--- config.mk ---
export PLATFORM = sky130hd
export DESIGN_NAME = i2c_register_access_master
export DESIGN_NICKNAME = d
export VERILOG_FILES = /design/src/hdl/i2cram_pkg.sv /design/src/hdl/i2c_register_access_master.sv /design/src/hdl/i2cram_front.sv /design/src/hdl/i2cram_seq.sv
export SDC_FILE = /design/constraint.sdc
export NUM_CORES = 1
export LEC_CHECK = 0
export BUFFER_PORTS_ARGS = -buffer_cell sky130_fd_sc_hd__buf_2
export CAP_MARGIN = 40
export CELL_PAD_IN_SITES_DETAIL_PLACEMENT = 1
export CELL_PAD_IN_SITES_GLOBAL_PLACEMENT = 1
export CORE_MARGIN = 5
export CORE_UTILIZATION = 35
export CTS_CLUSTER_SIZE = 8
export DETAILED_ROUTE_END_ITERATION = 10
export MAX_ROUTING_LAYER = met4
export PLACE_DENSITY = 0.6
export SKIP_LAST_GASP = 1
export SLEW_MARGIN = 10
export SYNTH_ARGS = -nofsm -noshare
export SYNTH_HDL_FRONTEND = slang
export SYNTH_HIERARCHICAL = 1
export SYNTH_SLANG_ARGS = --single-unit
--- constraint.sdc ---
create_clock -name clock -period 12.92 [get_ports clock]
set_input_delay 0.646 -clock clock [delete_from_list [all_inputs] [get_ports clock]]
set_output_delay 0.646 -clock clock [all_outputs]
set_load 0.02 [all_outputs]
--- src/hdl/i2cram_pkg.sv ---
`timescale 1ns / 1ps
// ----------------------------------------------------------------------------
// i2cram_pkg
// Types and constants shared by the I2C register access master.
// ----------------------------------------------------------------------------
package i2cram_pkg;

   // Configuration register indexes
   localparam logic [1:0] CSR_DEVICE_ADDRESS  = 2'd0;
   localparam logic [1:0] CSR_TICKS_PER_PHASE = 2'd1;
   localparam logic [1:0] CSR_ACK_WAIT_LIMIT  = 2'd2;

   // Reset values of the configuration registers
   localparam logic [6:0]  DEVICE_ADDRESS_RESET  = 7'd81;
   localparam logic [15:0] TICKS_PER_PHASE_RESET = 16'd24;
   localparam logic [15:0] ACK_WAIT_LIMIT_RESET  = 16'd2000;

   // Bits per transferred byte
   localparam logic [3:0] BITS_PER_BYTE = 4'd8;

   // Byte positions within a transaction
   localparam logic [1:0] BYTE_DEVICE   = 2'd0;
   localparam logic [1:0] BYTE_REGISTER = 2'd1;
   localparam logic [1:0] BYTE_DATA     = 2'd2;

   // Operation codes
   localparam logic FUNC_READ  = 1'b0;
   localparam logic FUNC_WRITE = 1'b1;

   // Bus sequencer states, one-hot
   typedef enum logic [15:0] {
      S_IDLE     = 16'b0000_0000_0000_0001,
      S_ST_A     = 16'b0000_0000_0000_0010,
      S_ST_B     = 16'b0000_0000_0000_0100,
      S_ST_C     = 16'b0000_0000_0000_1000,
      S_ST_D     = 16'b0000_0000_0001_0000,
      S_TX_LOW   = 16'b0000_0000_0010_0000,
      S_TX_HIGH  = 16'b0000_0000_0100_0000,
      S_ACK_LOW  = 16'b0000_0000_1000_0000,
      S_ACK_HIGH = 16'b0000_0001_0000_0000,
      S_RX_LOW   = 16'b0000_0010_0000_0000,
      S_RX_HIGH  = 16'b0000_0100_0000_0000,
      S_MN_LOW   = 16'b0000_1000_0000_0000,
      S_MN_HIGH  = 16'b0001_0000_0000_0000,
      S_SP_A     = 16'b0010_0000_0000_0000,
      S_SP_B     = 16'b0100_0000_0000_0000,
      S_SP_C     = 16'b1000_0000_0000_0000
   } seq_state_type;

   // One tick as it travels from the front queue to the sequencer
   typedef struct packed {
      logic       start_cmd;
      logic       func;
      logic [7:0] reg_addr;
      logic [7:0] write_data;
      logic       sda_in;
   } tick_item_type;

   // Configuration write as seen by the sequencer
   typedef struct packed {
      logic        wr;
      logic [1:0]  index;
      logic [15:0] data;
   } csr_write_type;

endpackage

--- src/hdl/i2c_register_access_master.sv ---
`timescale 1ns / 1ps
// ----------------------------------------------------------------------------
// i2c_register_access_master
// I2C master for single-byte register reads and writes, one bus tick per item.
// ----------------------------------------------------------------------------
// Each req item is one time tick of the bus: it carries the command strobe,
// operation, register address, write data and the sampled SDA level, and each
// tick gives exactly one rsp item with the SCL/SDA drive for that tick, the
// busy and done flags, the last read byte and the sticky NACK flag. The block
// takes one item per clock and, while rsp_ready is high, answers one per
// clock: a short queue at the front holds ticks while the sequencer steps, and
// the sequencer's result register lets the next tick be taken in the same
// cycle that a waiting result is taken. Configuration (device address, ticks
// per phase, acknowledge wait limit) is to be written over the csr_ port only
// while the block is idle; the block itself does not enforce this. csr_ready
// is always high and writes to an unused index are dropped.
// ----------------------------------------------------------------------------
module i2c_register_access_master
   import i2cram_pkg::*;
#(
   parameter int QUEUE_DEPTH = 2
) (
   input  logic        clock,
   input  logic        reset,
   // tick items in
   input  logic        req_valid,
   output logic        req_ready,
   input  logic        req_start_cmd,
   input  logic        req_func,
   input  logic [7:0]  req_reg_addr,
   input  logic [7:0]  req_write_data,
   input  logic        req_sda_in,
   // result items out
   output logic        rsp_valid,
   input  logic        rsp_ready,
   output logic        rsp_scl_level,
   output logic        rsp_sda_pull_low,
   output logic        rsp_busy_res,
   output logic        rsp_done_res,
   output logic [7:0]  rsp_read_byte,
   output logic        rsp_nack_seen,
   // configuration writes
   input  logic        csr_valid,
   output logic        csr_ready,
   input  logic [1:0]  csr_index,
   input  logic [15:0] csr_data
);

   tick_item_type in_item, q_item;
   csr_write_type csr_wr;
   logic          q_valid, q_pop;

   // Pack the tick fields for the queue
   assign in_item.start_cmd  = req_start_cmd;
   assign in_item.func       = req_func;
   assign in_item.reg_addr   = req_reg_addr;
   assign in_item.write_data = req_write_data;
   assign in_item.sda_in     = req_sda_in;

   // Configuration is always taken at once
   assign csr_ready    = 1'b1;
   assign csr_wr.wr    = csr_valid;
   assign csr_wr.index = csr_index;
   assign csr_wr.data  = csr_data;

   // Front: hold incoming ticks until the sequencer takes them
   i2cram_front #(
      .QUEUE_DEPTH (QUEUE_DEPTH)
   ) u_front (
      .clock    (clock),
      .reset    (reset),
      .in_valid (req_valid),
      .in_ready (req_ready),
      .in_item  (in_item),
      .q_valid  (q_valid),
      .q_pop    (q_pop),
      .q_item   (q_item)
   );

   // Back: advance the bus sequence by one tick per queued item
   i2cram_seq u_seq (
      .clock            (clock),
      .reset            (reset),
      .csr_wr           (csr_wr),
      .q_valid          (q_valid),
      .q_pop            (q_pop),
      .q_item           (q_item),
      .out_valid        (rsp_valid),
      .out_ready        (rsp_ready),
      .out_scl_level    (rsp_scl_level),
      .out_sda_pull_low (rsp_sda_pull_low),
      .out_busy_res     (rsp_busy_res),
      .out_done_res     (rsp_done_res),
      .out_read_byte    (rsp_read_byte),
      .out_nack_seen    (rsp_nack_seen)
   );

endmodule

--- src/hdl/i2cram_front.sv ---
`timescale 1ns / 1ps
// ----------------------------------------------------------------------------
// i2cram_front
// Input side: accepts tick items into a short queue for the sequencer.
// ----------------------------------------------------------------------------
module i2cram_front
   import i2cram_pkg::*;
#(
   parameter int QUEUE_DEPTH = 2
) (
   input  logic          clock,
   input  logic          reset,
   input  logic          in_valid,
   output logic          in_ready,
   input  tick_item_type in_item,
   output logic          q_valid,
   input  logic          q_pop,
   output tick_item_type q_item
);

   localparam int PTR_W = (QUEUE_DEPTH > 1) ? $clog2(QUEUE_DEPTH) : 1;
   localparam int CNT_W = $clog2(QUEUE_DEPTH + 1);
   localparam logic [PTR_W-1:0] LAST_PTR = PTR_W'(QUEUE_DEPTH - 1);
   localparam logic [CNT_W-1:0] FULL_CNT = CNT_W'(QUEUE_DEPTH);

   tick_item_type    entry_ff [QUEUE_DEPTH];
   logic [PTR_W-1:0] wr_ptr_ff, wr_ptr_in;
   logic [PTR_W-1:0] rd_ptr_ff, rd_ptr_in;
   logic [CNT_W-1:0] count_ff, count_in;
   logic             push, pop;

   assign in_ready = (count_ff != FULL_CNT);
   assign q_valid  = (count_ff != '0);
   assign q_item   = entry_ff[rd_ptr_ff];
   assign push     = in_valid && in_ready;
   assign pop      = q_pop && q_valid;

   always_comb begin
      wr_ptr_in = wr_ptr_ff;
      rd_ptr_in = rd_ptr_ff;
      count_in  = count_ff;
      if (push) begin
         wr_ptr_in = (wr_ptr_ff == LAST_PTR) ? '0 : wr_ptr_ff + 1'b1;
      end
      if (pop) begin
         rd_ptr_in = (rd_ptr_ff == LAST_PTR) ? '0 : rd_ptr_ff + 1'b1;
      end
      if (push && !pop) begin
         count_in = count_ff + 1'b1;
      end else if (pop && !push) begin
         count_in = count_ff - 1'b1;
      end
   end

   always_ff @(posedge clock) begin
      if (reset) begin
         wr_ptr_ff <= '0;
         rd_ptr_ff <= '0;
         count_ff  <= '0;
      end else begin
         wr_ptr_ff <= wr_ptr_in;
         rd_ptr_ff <= rd_ptr_in;
         count_ff  <= count_in;
      end
   end

   always_ff @(posedge clock) begin
      if (push) begin
         entry_ff[wr_ptr_ff] <= in_item;
      end
   end

endmodule

--- src/hdl/i2cram_seq.sv ---
`timescale 1ns / 1ps
// ----------------------------------------------------------------------------
// i2cram_seq
// Back side: bus sequencer stepped once per tick, with result register.
// ----------------------------------------------------------------------------
module i2cram_seq
   import i2cram_pkg::*;
(
   input  logic          clock,
   input  logic          reset,
   input  csr_write_type csr_wr,
   input  logic          q_valid,
   output logic          q_pop,
   input  tick_item_type q_item,
   output logic          out_valid,
   input  logic          out_ready,
   output logic          out_scl_level,
   output logic          out_sda_pull_low,
   output logic          out_busy_res,
   output logic          out_done_res,
   output logic [7:0]    out_read_byte,
   output logic          out_nack_seen
);

   // Configuration
   logic [6:0]  dev_addr_ff;
   logic [15:0] tpp_ff;
   logic [15:0] ack_limit_ff;

   // Sequencer state
   seq_state_type state_ff, state_in, cur;
   logic [3:0]  bit_ff, bit_in, bit_next;
   logic [7:0]  shift_ff, shift_in;
   logic [15:0] div_ff, div_in;
   logic [15:0] ack_ff, ack_in;
   logic        l_func_ff, l_func_in;
   logic [7:0]  l_reg_ff, l_reg_in;
   logic [7:0]  l_data_ff, l_data_in;
   logic [7:0]  result_ff, result_in;
   logic        nack_ff, nack_in;
   logic [1:0]  byte_idx_ff, byte_idx_in;

   // Result register
   logic        valid_ff;
   logic        scl_ff, pull_ff, busy_ff, done_ff;
   logic        scl, pull, busy, done;

   logic        step;

   assign step  = q_valid && (!valid_ff || out_ready);
   assign q_pop = step;

   always_comb begin
      state_in    = state_ff;
      bit_in      = bit_ff;
      shift_in    = shift_ff;
      div_in      = div_ff;
      ack_in      = ack_ff;
      l_func_in   = l_func_ff;
      l_reg_in    = l_reg_ff;
      l_data_in   = l_data_ff;
      result_in   = result_ff;
      nack_in     = nack_ff;
      byte_idx_in = byte_idx_ff;
      bit_next    = bit_ff + 4'd1;
      done        = 1'b0;

      // Latch a command when idle; this tick is already the first START tick
      if (state_ff == S_IDLE && q_item.start_cmd) begin
         l_func_in   = q_item.func;
         l_reg_in    = q_item.reg_addr;
         l_data_in   = q_item.write_data;
         nack_in     = 1'b0;
         byte_idx_in = BYTE_DEVICE;
         bit_in      = '0;
         ack_in      = '0;
         state_in    = S_ST_A;
         div_in      = '0;
      end
      cur = state_in;

      unique case (cur)
         S_ST_A:                         begin scl = 1'b0; pull = 1'b0; end
         S_ST_B:                         begin scl = 1'b1; pull = 1'b0; end
         S_ST_C:                         begin scl = 1'b1; pull = 1'b1; end
         S_ST_D:                         begin scl = 1'b0; pull = 1'b1; end
         S_TX_LOW:                       begin scl = 1'b0; pull = ~shift_in[7]; end
         S_TX_HIGH:                      begin scl = 1'b1; pull = ~shift_in[7]; end
         S_ACK_LOW, S_RX_LOW, S_MN_LOW:  begin scl = 1'b0; pull = 1'b0; end
         S_ACK_HIGH, S_RX_HIGH, S_MN_HIGH: begin scl = 1'b1; pull = 1'b0; end
         S_SP_A:                         begin scl = 1'b0; pull = 1'b1; end
         S_SP_B:                         begin scl = 1'b1; pull = 1'b1; end
         S_SP_C:                         begin scl = 1'b1; pull = 1'b0; end
         default:                        begin scl = 1'b1; pull = 1'b0; end
      endcase
      busy = (cur != S_IDLE);
      bit_next = bit_in + 4'd1;

      if (busy) begin
         if (({1'b0, div_in} + 17'd1) < {1'b0, tpp_ff}) begin
            div_in = div_in + 16'd1;
         end else begin
            div_in = '0;
            unique case (cur)
               S_ST_A: state_in = S_ST_B;
               S_ST_B: state_in = S_ST_C;
               S_ST_C: state_in = S_ST_D;
               S_ST_D: begin
                  shift_in = {dev_addr_ff, (byte_idx_in == BYTE_DATA)};
                  bit_in   = '0;
                  state_in = S_TX_LOW;
               end
               S_TX_LOW: state_in = S_TX_HIGH;
               S_TX_HIGH: begin
                  shift_in = {shift_in[6:0], 1'b0};
                  if (bit_next >= BITS_PER_BYTE) begin
                     bit_in   = '0;
                     ack_in   = '0;
                     state_in = S_ACK_LOW;
                  end else begin
                     bit_in   = bit_next;
                     state_in = S_TX_LOW;
                  end
               end
               S_ACK_LOW: state_in = S_ACK_HIGH;
               S_ACK_HIGH: begin
                  if (q_item.sda_in && ack_in < ack_limit_ff) begin
                     // keep waiting: hold the divider at the end of the phase
                     ack_in = ack_in + 16'd1;
                     div_in = div_ff;
                  end else begin
                     if (q_item.sda_in) begin
                        nack_in = 1'b1;
                     end
                     priority if (byte_idx_in == BYTE_DEVICE) begin
                        byte_idx_in = BYTE_REGISTER;
                        shift_in    = l_reg_in;
                        bit_in      = '0;
                        state_in    = S_TX_LOW;
                     end else if (byte_idx_in == BYTE_REGISTER) begin
                        byte_idx_in = BYTE_DATA;
                        if (l_func_in == FUNC_WRITE) begin
                           shift_in = l_data_in;
                           bit_in   = '0;
                           state_in = S_TX_LOW;
                        end else begin
                           state_in = S_ST_A;
                        end
                     end else begin
                        if (l_func_in == FUNC_WRITE) begin
                           state_in = S_SP_A;
                        end else begin
                           bit_in   = '0;
                           shift_in = '0;
                           state_in = S_RX_LOW;
                        end
                     end
                  end
               end
               S_RX_LOW: state_in = S_RX_HIGH;
               S_RX_HIGH: begin
                  shift_in = {shift_in[6:0], q_item.sda_in};
                  if (bit_next >= BITS_PER_BYTE) begin
                     bit_in    = '0;
                     result_in = shift_in;
                     state_in  = S_MN_LOW;
                  end else begin
                     bit_in   = bit_next;
                     state_in = S_RX_LOW;
                  end
               end
               S_MN_LOW:  state_in = S_MN_HIGH;
               S_MN_HIGH: state_in = S_SP_A;
               S_SP_A:    state_in = S_SP_B;
               S_SP_B:    state_in = S_SP_C;
               S_SP_C: begin
                  done     = 1'b1;
                  state_in = S_IDLE;
               end
               default: state_in = S_IDLE;
            endcase
         end
      end else begin
         state_in = S_IDLE;
      end
   end

   always_ff @(posedge clock) begin
      if (reset) begin
         dev_addr_ff  <= DEVICE_ADDRESS_RESET;
         tpp_ff       <= TICKS_PER_PHASE_RESET;
         ack_limit_ff <= ACK_WAIT_LIMIT_RESET;
      end else if (csr_wr.wr) begin
         unique case (csr_wr.index)
            CSR_DEVICE_ADDRESS:  dev_addr_ff  <= csr_wr.data[6:0];
            CSR_TICKS_PER_PHASE: tpp_ff       <= csr_wr.data;
            CSR_ACK_WAIT_LIMIT:  ack_limit_ff <= csr_wr.data;
            default: ;
         endcase
      end
   end

   always_ff @(posedge clock) begin
      if (reset) begin
         state_ff    <= S_IDLE;
         bit_ff      <= '0;
         shift_ff    <= '0;
         div_ff      <= '0;
         ack_ff      <= '0;
         l_func_ff   <= 1'b0;
         l_reg_ff    <= '0;
         l_data_ff   <= '0;
         result_ff   <= '0;
         nack_ff     <= 1'b0;
         byte_idx_ff <= BYTE_DEVICE;
         valid_ff    <= 1'b0;
      end else begin
         if (step) begin
            state_ff    <= state_in;
            bit_ff      <= bit_in;
            shift_ff    <= shift_in;
            div_ff      <= div_in;
            ack_ff      <= ack_in;
            l_func_ff   <= l_func_in;
            l_reg_ff    <= l_reg_in;
            l_data_ff   <= l_data_in;
            result_ff   <= result_in;
            nack_ff     <= nack_in;
            byte_idx_ff <= byte_idx_in;
         end
         if (step) begin
            valid_ff <= 1'b1;
         end else if (out_ready) begin
            valid_ff <= 1'b0;
         end
      end
   end

   always_ff @(posedge clock) begin
      if (step) begin
         scl_ff  <= scl;
         pull_ff <= pull;
         busy_ff <= busy;
         done_ff <= done;
      end
   end

   assign out_valid        = valid_ff;
   assign out_scl_level    = scl_ff;
   assign out_sda_pull_low = pull_ff;
   assign out_busy_res     = busy_ff;
   assign out_done_res     = done_ff;
   assign out_read_byte    = result_ff;
   assign out_nack_seen    = nack_ff;

endmodule

==> summary.md <==
| Metric | Value |
|---|---|
| Final Max Tran Viols | 0 |
| P_sw | 0.642 mW |
| Final setup fails | 0 |
| RSZ-0062 raised after global routing | no |
| Fin crit share | 0.440 |
| Ports | 58 |
| Min-delay worst type | input port to flip-flop |
| Syn Nets | 1,166 |
| Post-CTS Setup Bufs | 0 |
| Post-Synthesis Cell Area | 0.00948 sq mm |
| Synth cell types | 81 |
| Tmin final | 5690 ps |
| Vias in the first global route | 8,433 |
| Die Area | 0.0305 sq mm |
| Critical path depth | 21 |
| Nets | 1,210 |
| Status | complete, no violations |
| Routed WL per cell | 21.1 microns |
| YS warnings | 6 |
| Reg2reg setup slack | 7230 ps |
| H-Tree Depth | 4 |
| Initial antenna violation count | 0 |
| Iteration-0 DRC Markers | 525 |
| DRT antenna net count | 0 |
| Worst Hold Depth | 1 |
| Worst Min Path Start | req_reg_addr[0] |
| Crit path capture type | flip-flop |
| DR DRC count | 0 |
| Longest Clk Path Bufs | 2 |
| Root buf cell | clkbuf_16 |
| Clock latency on the worst-skew pair | 440 ps |
| Maximum VDD drop | 0.0000844 V |
| Post-synth EDFFs | 42 |
| Ys async rst share | 0 |
| Hold EP | u_front/entry_ff[0][9] |
| CTS tree | built |
| Hpwl dp | 23,100 microns |
| Largest family of logic cells by synthesized area | simple AND/OR/NAND/NOR gates |
| Core Region | 0.0268 sq mm |
| Fmax achieved | 176 MHz |
| Avg Inst Size Synth | 8.73 sq um |
| First-pass GRT wire length | 49,600 microns |
| # rows | 60 |
| Total global routing overflow | 0 |
| Synth Area in Compound Gates | 0.195 |
| Sw Ratio | 0.376 |
| Clock slew at reported path FFs | 90 ps |
| Final GP Congestion | 0.889 |
| Int Power | 1.06 mW |
| Diode count | 0 |
| Die W | 175 microns |
| Proportion of synthesized area in mux cells | 0.0525 |
| Logic pwr share | 0.293 |
| CP Data Arrival Time | 6010 ps |
| Via Count | 8,367 |
| Post-Synth Simple-Gate Area | 0.224 |
| Worst path bufs/invs | 3 |
| Drt pass-1 iters | 5 |
| P_leak | 4.09 nW |
| Hold Vio Cnt, Final | 0 |
| Overall routing resource usage | 0.210 |
| Yosys reg bits | 175 |
| RR Startpoint | u_seq/state_ff[8] |
| Power density over cell area | 158 mW/mm^2 |
| Worst Reg-to-Reg Cells | 21 |
| Final instance area | 0.0108 sq mm |
| Post-Synth Adder-Cell Area | 0.0501 |
| Post-Route WL | 31,300 microns |
| Share of post-route cells with drive strength above 1 | 0.135 |
| Clk pwr share | 0.329 |
| Area growth syn-to-layout | 14.1% |
| Max_slew headroom | 0.365 |
| Die Y | 175 microns |
| TritonCTS Sinks | 175 |
| Post-Synth XOR/XNOR Area | 0.0185 |
| Worst Skew | 15.0 ps |
| Worst path slowest cell | nor4_4 |
| Top FF cell, synth | dfxtp_1 |
| Hold WS | 384 ps |
| Crit path launch type | flip-flop |
| Setup Crit Path Kind | flip-flop to flip-flop |
| Synth Instances | 1,086 |
| Largest net degree at the start of global routing | 48 |
| Worst EP required | 13,250 ps |
| Slew @ Worst Pin | 953 ps |
| Port Buf Inserts | 56 |
| Starting density of the core | 0.354 |
| Post-CTS resize count | 0 |
| Seq pwr share | 0.379 |
| Max_cap viols | 0 |
| Worst-path fanout max | 25 |
| Sequential area share after synthesis | 0.414 |
| CP peak stage delay | 480 ps |
| Cell family with most CP delay | simple AND/OR/NAND/NOR gates |
| Hold buffer count at cts | 0 |
| Setup TNS | 0 ps |
| Worst-path cell chain | nor4_4 -> nand2_1 -> nor3_4 -> buf_4 -> nor2b_1 -> ha_1 -> nand3_1 -> nor2_1 -> nand4_1 -> xor2_1 -> nor2_1 -> ha_1 -> a21oi_1 -> o21ai_0 -> a2111oi_0 -> o211ai_1 -> buf_4 -> nor2_1 -> buf_4 -> o21ai_0 -> a221o_1 |
| Num CTS Buffers | 17 |
| Reg2reg end | u_seq/state_ff[0] |
| Post-place instance area | 0.0102 sq mm |
| Vias/cell | 5.64 |
==> synth_stat cells (3+ instances only) <==
library cell / count / area [sq um]
nand3b_1: 7 / 52.6
and4_1: 9 / 78.8
o21ai_1: 4 / 20.0
a31o_1: 3 / 26.3
or4_1: 7 / 52.6
xnor2_1: 9 / 78.8
inv_1: 53 / 199
o21a_1: 3 / 22.5
a21oi_1: 90 / 450
a2111oi_0: 4 / 35.0
o2111ai_1: 5 / 43.8
a22o_1: 25 / 219
dfxtp_1: 133 / 2660
nand3_1: 28 / 140
and2_1: 9 / 56.3
a21o_1: 6 / 45.0
nor3b_1: 4 / 30.0
or2_2: 5 / 31.3
o21ai_0: 31 / 155
nor4_1: 17 / 106
clkbuf_1: 40 / 150
or3_1: 7 / 43.8
o211ai_1: 23 / 173
a31oi_1: 9 / 56.3
nor3_1: 19 / 95.1
o2bb2ai_1: 11 / 96.3
buf_2: 10 / 50.1
mux2i_1: 25 / 250
xor2_1: 11 / 96.3
nor2b_1: 14 / 87.6
o31ai_1: 5 / 37.5
nand2b_1: 6 / 37.5
or4b_1: 3 / 30.0
nand2_1: 176 / 661
a211oi_1: 14 / 105
edfxtp_1: 42 / 1260
nor4_4: 3 / 63.8
ha_1: 38 / 475
mux2_2: 20 / 225
o31ai_2: 6 / 75.1
nor2_1: 73 / 274
nand4_1: 14 / 87.6
and3_1: 13 / 81.3
==> power by group through the flow <==
stage	Clock (mW)	Sequential [mW]	Combinational, mW
after CTS	0.574	0.646	0.502
after global routing	0.597	0.652	0.544
final	0.560	0.646	0.499
after floorplan	0	0.656	0.313
after global placement	0	0.658	0.485
after detailed placement	0	0.659	0.497
==> per-layer routing <==
metal  GRT usage  wire [microns]  share of wire
met5           -               0              0
met4      0.0360             209         0.0067
met3      0.0264            1070          0.034
met2       0.325           14300           0.46
met1       0.301           15700           0.50
==> sequential cells by signal, summed over array words and instances, names as in the netlist, 2 cells and up, named ones only <==
register	flops
u_front/entry_ff	38
u_seq/state_ff	16
u_seq/l_data_ff	8
u_seq/ack_ff	16
u_seq/l_reg_ff	8
u_seq/bit_ff	4
u_seq/tpp_ff	16
u_seq/dev_addr_ff	7
u_seq/div_ff	16
u_seq/shift_ff	8
u_seq/ack_limit_ff	16
u_seq/out_read_byte	8
u_front/count_ff	2
u_seq/byte_idx_ff	2
==> cell usage in the layout, fill, tap and decap left out, drive strengths merged, types with 14 or more instances in the layout <==
cell and n:
a211oi 14, a21oi 90, a22o 25, buf 79, clkbuf 17, dfxtp 133
edfxtp 42, ha 38, inv 59, mux2 20, mux2i 26, nand2 176
nand3 28, nand4 14, nor2 75, nor2b 14, nor3 20, nor4 21
o211ai 23, o21ai 36
==> final cells by class <==
class | instances | area [sq um]
clock buffers | 17 | 425
repair buffers | 79 | 494
clock inverters | 15 | 213
well taps | 341 | 427
fillers | 3120 | 16000
inverters | 54 | 203
multi-input cells | 803 | 5130
flip-flops and latches | 175 | 3920
==> cell families (layout without fill, tap and decap cells) <==
logic type      count (synthesis)  count (layout)
mux                            46              46
flops                         175             175
compound gates                271             271
xor+xnor                       20              20
fa+ha+maj                      38              38
simple gates                  427             427
other cells                     1               1
buf+inv                       108             165
==> through the flow <==
step	utilization	power (mW)	worst slack [ps]	std cells
finish	0.404	1.70	7230	1484
global route	0.404	1.79	6750	1484
CTS	0.404	1.72	7220	1484
detailed placement	0.380	1.16	7220	1452
global placement	0.377	1.14	7380	1446
floorplan	-	0.969	8040	1086
==> worst max path at each step <==
stage | start | slack, ps | to
2_1_floorplan | u_seq/state_ff[8] | 8040 | u_seq/ack_ff[6]
3_3_place_gp | flip-flop | 7380 | u_seq/state_ff[0]
3_5_place_dp | flip-flop | 7220 | u_seq/state_ff[0]
4_1_cts | flip-flop | 7220 | u_seq/state_ff[0]
5_1_grt | u_seq/state_ff[8] | 6750 | u_seq/state_ff[0]
6_report | u_seq/state_ff[8] | 7230 | u_seq/state_ff[0]
Note: power is estimated with default switching activity, not from simulation.
